===== config.mk =====
export PLATFORM = sky130hd
export DESIGN_NAME = ffha_ctrl
export DESIGN_NICKNAME = d
export VERILOG_FILES = /design/src/hdl/ffha_pkg.sv /design/src/hdl/ffha_ctrl.sv
export VERILOG_INCLUDE_DIRS = /design/src /design/src/hdl
export SDC_FILE = /design/constraint.sdc
export NUM_CORES = 1
export LEC_CHECK = 0
export CORE_MARGIN = 4
export CORE_UTILIZATION = 25
export CTS_CLUSTER_SIZE = 25
export DETAILED_ROUTE_END_ITERATION = 16
export DONT_BUFFER_PORTS = 1
export PLACE_DENSITY = 0.49
export SYNTH_ARGS = -nofsm -noshare
export SYNTH_HDL_FRONTEND = slang
export SYNTH_SLANG_ARGS = --single-unit

===== constraint.sdc =====
create_clock -name clk_i -period 2.55 [get_ports clk_i]
set_input_delay 0.255 -clock clk_i [delete_from_list [all_inputs] [get_ports clk_i]]
set_output_delay 0.255 -clock clk_i [all_outputs]
set_load 0.05 [all_outputs]

===== src/hdl/assert_macros.svh =====
// Assertion macros used by the allocator sequencer, ffha_ctrl.
// Clocked on clk_i; the reset-qualified form is disabled while rst_ni is low.
`ifndef ASSERT_MACROS_SVH
`define ASSERT_MACROS_SVH
`ifndef SYNTHESIS
`define FFHA_ASSERT(lbl, prop, msg) \
  lbl: assert property (@(posedge clk_i) disable iff (!rst_ni) prop) else $error(msg);
`define FFHA_ASSERT_ALWAYS(lbl, prop, msg) \
  lbl: assert property (@(posedge clk_i) prop) else $error(msg);
`else
`define FFHA_ASSERT(lbl, prop, msg)
`define FFHA_ASSERT_ALWAYS(lbl, prop, msg)
`endif
`endif


===== src/hdl/ffha_pkg.sv =====
// Shared types and constants of the first-fit heap allocator.
// No dependencies; used by every allocator module.
package ffha_pkg;

  localparam int unsigned ARENA_BYTES_DEF  = 65536;
  localparam int unsigned HEADER_BYTES_DEF = 32;
  localparam int unsigned WORD_BYTES_DEF   = 8;

  localparam int unsigned LIMIT_W   = 17;
  localparam int unsigned REQ_W     = 16;
  localparam int unsigned PAY_W     = 16;
  localparam int unsigned PADDR_W   = 3;
  localparam logic [LIMIT_W-1:0] LIMIT_RESET = 17'h10000;

  localparam logic OP_ALLOC = 1'b0;
  localparam logic OP_FREE  = 1'b1;

  typedef enum logic [1:0] {
    ST_OK       = 2'd0,
    ST_OOM      = 2'd1,
    ST_BAD_FREE = 2'd2
  } alloc_status_e;

  typedef struct packed {
    logic             op;
    logic [REQ_W-1:0] request_bytes;
    logic [REQ_W-1:0] release_offset;
  } item_t;

  typedef struct packed {
    logic [PAY_W-1:0] payload_offset;
    logic [1:0]       status;
  } result_t;

  typedef enum logic [3:0] {
    CMD_NONE,
    CMD_CLEAR,
    CMD_START,
    CMD_READ_A,
    CMD_STEP_A,
    CMD_HIT,
    CMD_APPEND,
    CMD_WR_B,
    CMD_B_SET,
    CMD_B_ADV,
    CMD_READ_B,
    CMD_LINK_B,
    CMD_FREE_MARK,
    CMD_MERGE_A,
    CMD_KILL_B,
    CMD_A_PREV
  } dp_cmd_e;

  typedef struct packed {
    logic clr_done;
    logic a_reach;
    logic a_valid;
    logic a_used;
    logic a_fit;
    logic a_split;
    logic b_reach;
    logic b_valid;
    logic b_used;
    logic oom;
    logic free_bad;
    logic save_hp;
  } dp_status_t;

endpackage


===== src/hdl/ffha_ctrl.sv =====
// Sequencer of the allocator: walks, splits, appends and merges via datapath commands.
// Depends on ffha_pkg and assert_macros.svh.
`include "assert_macros.svh"
module ffha_ctrl (
  input  logic                  clk_i,
  input  logic                  rst_ni,
  input  logic                  start_i,
  input  logic                  op_i,
  input  ffha_pkg::dp_status_t  status_i,
  output ffha_pkg::dp_cmd_e     cmd_o,
  output logic                  busy_o,
  output logic                  done_o,
  output logic [1:0]            res_status_o
);
  import ffha_pkg::*;

  typedef enum logic [4:0] {
    S_CLEAR, S_IDLE, S_A_CHK, S_A_EVAL, S_A_APP, S_WR_B, S_B_ADV, S_L_CHK, S_L_EVAL,
    S_M_DONE, S_F_CHK, S_F_EVAL, S_M_SET, S_M_CHK, S_M_EVAL, S_M_KILL, S_P_CHK, S_P_EVAL
  } state_e;

  typedef enum logic [1:0] {K_ALLOC, K_FREE_OWN, K_FREE_PREV} kind_e;

  state_e        state_q, state_d;
  kind_e         kind_q, kind_d;
  logic          done_q, fin;
  alloc_status_e res_q, fin_st;

  always_comb begin
    state_d = state_q;
    kind_d  = kind_q;
    cmd_o   = CMD_NONE;
    fin     = 1'b0;
    fin_st  = ST_OK;
    case (state_q)
      S_CLEAR: begin
        cmd_o = CMD_CLEAR;
        if (status_i.clr_done) begin
          state_d = S_IDLE;
        end
      end
      S_IDLE: begin
        if (start_i) begin
          cmd_o   = CMD_START;
          kind_d  = (op_i == OP_FREE) ? K_FREE_OWN : K_ALLOC;
          state_d = (op_i == OP_FREE) ? S_F_CHK : S_A_CHK;
        end
      end
      S_A_CHK: begin
        if (status_i.a_reach) begin
          cmd_o   = CMD_READ_A;
          state_d = S_A_EVAL;
        end else begin
          state_d = S_A_APP;
        end
      end
      S_A_EVAL: begin
        if (!status_i.a_valid) begin
          state_d = S_A_APP;
        end else if (status_i.a_fit) begin
          cmd_o = CMD_HIT;
          if (status_i.a_split) begin
            state_d = S_WR_B;
          end else begin
            fin     = 1'b1;
            state_d = S_IDLE;
          end
        end else begin
          cmd_o   = CMD_STEP_A;
          state_d = S_A_CHK;
        end
      end
      S_A_APP: begin
        fin     = 1'b1;
        state_d = S_IDLE;
        if (status_i.oom) begin
          fin_st = ST_OOM;
        end else begin
          cmd_o = CMD_APPEND;
        end
      end
      S_WR_B: begin
        cmd_o   = CMD_WR_B;
        state_d = S_B_ADV;
      end
      S_B_ADV: begin
        cmd_o   = CMD_B_ADV;
        state_d = S_L_CHK;
      end
      S_L_CHK: begin
        if (status_i.b_reach) begin
          cmd_o   = CMD_READ_B;
          state_d = S_L_EVAL;
        end else begin
          state_d = S_M_DONE;
        end
      end
      S_L_EVAL: begin
        cmd_o   = CMD_LINK_B;
        state_d = S_M_DONE;
      end
      S_M_DONE: begin
        if ((kind_q == K_FREE_OWN) && status_i.save_hp) begin
          cmd_o   = CMD_A_PREV;
          kind_d  = K_FREE_PREV;
          state_d = S_P_CHK;
        end else begin
          fin     = 1'b1;
          state_d = S_IDLE;
        end
      end
      S_F_CHK: begin
        if (status_i.free_bad || !status_i.a_reach) begin
          fin     = 1'b1;
          fin_st  = ST_BAD_FREE;
          state_d = S_IDLE;
        end else begin
          cmd_o   = CMD_READ_A;
          state_d = S_F_EVAL;
        end
      end
      S_F_EVAL: begin
        if (!status_i.a_valid || !status_i.a_used) begin
          fin     = 1'b1;
          fin_st  = ST_BAD_FREE;
          state_d = S_IDLE;
        end else begin
          cmd_o   = CMD_FREE_MARK;
          state_d = S_M_SET;
        end
      end
      S_M_SET: begin
        cmd_o   = CMD_B_SET;
        state_d = S_M_CHK;
      end
      S_M_CHK: begin
        if (status_i.b_reach) begin
          cmd_o   = CMD_READ_B;
          state_d = S_M_EVAL;
        end else begin
          state_d = S_M_DONE;
        end
      end
      S_M_EVAL: begin
        if (!status_i.b_valid || status_i.b_used) begin
          state_d = S_M_DONE;
        end else begin
          cmd_o   = CMD_MERGE_A;
          state_d = S_M_KILL;
        end
      end
      S_M_KILL: begin
        cmd_o   = CMD_KILL_B;
        state_d = S_B_ADV;
      end
      S_P_CHK: begin
        if (status_i.a_reach) begin
          cmd_o   = CMD_READ_A;
          state_d = S_P_EVAL;
        end else begin
          fin     = 1'b1;
          state_d = S_IDLE;
        end
      end
      S_P_EVAL: begin
        if (!status_i.a_valid || status_i.a_used) begin
          fin     = 1'b1;
          state_d = S_IDLE;
        end else begin
          state_d = S_M_SET;
        end
      end
      default: begin
        state_d = S_IDLE;
      end
    endcase
  end

  always_ff @(posedge clk_i or negedge rst_ni) begin
    if (!rst_ni) begin
      state_q <= S_CLEAR;
      kind_q  <= K_ALLOC;
      done_q  <= 1'b0;
      res_q   <= ST_OK;
    end else begin
      state_q <= state_d;
      kind_q  <= kind_d;
      done_q  <= fin;
      if (fin) begin
        res_q <= fin_st;
      end
    end
  end

  assign busy_o       = (state_q != S_IDLE);
  assign done_o       = done_q;
  assign res_status_o = res_q;

  `FFHA_ASSERT(a_done_pulse, done_q |=> !done_q, "result strobe lasted more than one cycle")
  `FFHA_ASSERT(a_done_idle, done_q |-> (state_q == S_IDLE), "result shown while still working")
  `FFHA_ASSERT(a_start_busy, (start_i && (state_q == S_IDLE)) |=> busy_o, "item taken but not busy")
  `FFHA_ASSERT_ALWAYS(a_rst_quiet, !rst_ni |-> !done_q, "result strobe during reset")

endmodule


==> flow_metrics.env <==
export IMPL_crit_arrival_ps=2100
export IMPL_num_rows=22
export IMPL_critPathCaptureType="primary output"
export IMPL_hpwl_um=2326
export IMPL_ant_nets=0
export IMPL_p_switching_mw=0.7074
export IMPL_synth_area_sq_um=1016
export IMPL_num_fill_cells=417
export IMPL_fin_worst_skew_ps=0.6729
export IMPL_p_int_mw=0.6399
export IMPL_drive_gt1_share_pct=13.43
export IMPL_synth_net_count=148
export IMPL_synth_seq_cells=10
export IMPL_ys_seq_area_share_pct=24.63
export IMPL_synth_cell_types=52
export IMPL_drv_slew=0
export IMPL_max_slew_margin_pct=52.08
export IMPL_hold_viol=0
export IMPL_nets=151
export IMPL_power_frac_seq_pct=22.0
export IMPL_antenna_found_initial=0
export IMPL_clk_latency_ps=230
export IMPL_start_kind="flop"
export IMPL_syn2layout_area_growth_pct=13.42
export IMPL_cts_buffer_depth=2
export IMPL_postCtsSetupBuffers=0
export IMPL_drt_total_wl_um=3123
export IMPL_coreArea_sq_um=3799
export IMPL_power_density_nw_per_um2=1169
export IMPL_swShare_pct=52.50
export IMPL_fin_setup_tns_ps=0
export IMPL_numClockSinks=10
export IMPL_post_drt_via_cell_ratio=5.797
export IMPL_finalCritPeriodShare_pct=92.37
export IMPL_netlist_instances=132
export IMPL_holdWs_ps=134.8
export IMPL_worstSetupPathType="reg -> out"
export IMPL_leakage_nw=0.4733
export IMPL_cts_max_level=1
export IMPL_initial_core_util_pct=26.75
export IMPL_via_count=1055
export IMPL_io_pins=24
export IMPL_worst_pin_slew_ps=709.5
export IMPL_rsz0062_at_grt="no"
export IMPL_grt_pass1_vias=1038
export IMPL_synth_main_ff_cell="dfrtp_1"
export IMPL_cts_buffers=3
export IMPL_port_buffers=0
export IMPL_status="completed"
export IMPL_grt_pass1_wl_um=5030
export IMPL_maxCapViolCount=0
export IMPL_yosysWarnings=0
export IMPL_clkSlewWorstSetupHoldPaths_ps=50
export IMPL_dr_pass1_iters=5
export IMPL_finalSetupViolations=0
export IMPL_die_x_um=71.75
export IMPL_synth_edf_count=0
export IMPL_fin_crit_ps=2355
export IMPL_cp_max_fo=8
export IMPL_post_cts_resized=0
export IMPL_async_flop_share_pct=100.0
export IMPL_drt_initial_drc_count=49
export IMPL_pwr_share_clk_pct=14.5
export IMPL_cts_hold_buffers_added=1
export IMPL_wire_per_inst_um=17.16
export IMPL_place_congestion=0.8683
export IMPL_die_h_um=71.75
export IMPL_cp_required_ps=2300
export IMPL_hp_class="in -> reg"
export IMPL_root_buffer="clkbuf_8"
export IMPL_overflow=0
export IMPL_cts_tree="done"
export IMPL_fmax_mhz=424.5
export IMPL_track_usage_pct=12.19
export IMPL_dieArea_sq_um=5148
export IMPL_diodes=0
export IMPL_drc=0
export IMPL_avgSynthCellArea_sq_um=7.697
export IMPL_vdd_ir_drop_max_v=0.0003119
export IMPL_grt_max_degree=27
export IMPL_p_comb_share_pct=63.5
==> placed cells by master, fill, tap and decap left out, types with 2 or more instances in the layout <==
cell,n
nand2_1,8
nand2b_1,4
o31a_1,2
a2bb2oi_1,2
o31ai_1,2
a31oi_1,3
nor2b_1,6
nand3b_1,3
o21bai_1,2
nor3_1,8
clkbuf_8,4
and3_1,3
o21ai_0,6
nor2_1,8
or4_1,2
nand3_1,6
a21oi_1,5
a211o_1,2
nand4_1,4
o211ai_1,2
buf_4,9
inv_1,5
dfrtp_1,10
==> Yosys cell counts (all sizes together) (2+ instances only) <==
cell     instances  share of area, %
dfrtp           10                25
nand2            8               3.0
nor2             8               3.0
nor3             8               3.9
buf              6               4.1
clkbuf           6               2.2
nand3            6               3.0
nor2b            6               3.7
o21ai            6               3.0
a21oi            5               2.5
inv              5               1.8
nand2b           4               2.5
nand4            4               2.5
a31oi            3               1.8
and3             3               1.8
nand3b           3               2.2
a211o            2               1.7
a2bb2oi          2               1.7
a31o             2               1.7
o211ai           2               1.5
o21bai           2               1.5
o31a             2               1.7
o31ai            2               1.5
or4              2               1.5
or4b             2               2.3
==> final timing paths <==
path / from / to / slack, ps / depth (start not counted)
max in group asynchronous: rst_ni / state_q[2] / 1860 / 1
worst max register to register: state_q[2] / res_status_o[0] / 640 / 4
worst max-delay path: state_q[4] / cmd_o[3] / 190 / 5
worst min-delay path: start_i / kind_q[1] / 130 / 1
min in group asynchronous: rst_ni / state_q[3] / 400 / 1
worst min register to register: kind_q[0] / kind_q[0] / 520 / 1
==> power groups by stage <==
| stage | Combinational, mW | Clock, mW | Sequential (mW) |
|---|---|---|---|
| final | 0.855 | 0.195 | 0.297 |
| after floorplan | 0.664 | 0 | 0.295 |
| after global placement | 0.840 | 0 | 0.299 |
| after global routing | 0.924 | 0.205 | 0.304 |
| after CTS | 0.855 | 0.197 | 0.298 |
| after detailed placement | 0.846 | 0 | 0.300 |
==> per-layer routing <==
metal	up-vias	track usage [%]	share of wire (%)
met2	30	19.49	48
met5	-	0	0
met3	4	2.104	6.2
met4	0	3.758	1.5
met1	517	16.61	45
li1	504	-	-
==> final cells by class <==
type / instances / area (sq um) / share of cell area [%]
tap: 48 / 60.06 / 5.212
multi-input combinational: 105 / 690.7 / 59.93
inverter: 5 / 18.77 / 1.629
sequential: 10 / 250.2 / 21.72
clock buffer: 4 / 55.05 / 4.777
timing repair buffer: 10 / 77.57 / 6.732
==> through the flow <==
| step | power (mW) | area [sq um] | setup slack, ps | utilization [%] | instances |
|---|---|---|---|---|---|
| after floorplan | 0.9596 | 1016 | 9.647 | - | 132 |
| after global placement | 1.139 | 1087 | 481.9 | 28.62 | 177 |
| after detailed placement | 1.147 | 1087 | 453.7 | 28.62 | 177 |
| after CTS | 1.350 | 1152 | 199.2 | 30.34 | 182 |
| after global routing | 1.434 | 1152 | 122.0 | 30.34 | 182 |
| final | 1.347 | 1152 | 194.5 | 30.34 | 182 |
==> cells by family (layout without fill, tap and decap cells) <==
| kind of cell | Yosys count | in the layout | synth area share (%) |
|---|---|---|---|
| and+or+nand+nor | 62 | 62 | 35.72 |
| AOI/OAI and AO/OA | 40 | 40 | 28.82 |
| buffers and inverters | 17 | 19 | 8.127 |
| DFF | 10 | 10 | 24.63 |
| xor gates and xnor gates | 2 | 2 | 1.724 |
| muxes | 1 | 1 | 0.9853 |
==> registers in the layout, summed over array words and instances, names as in the netlist <==
register and flops:
done_o 1, kind_q 2, res_status_o 2, state_q 5
==> critical path: stages, from the launching register on <==
cell and delay [ps]:
dfrtp_1 360, or2_1 330, or4_1 660, nor2b_1 200, o311ai_2 70, buf_4 240
No activity file was read; power rests on OpenSTA's default activity.
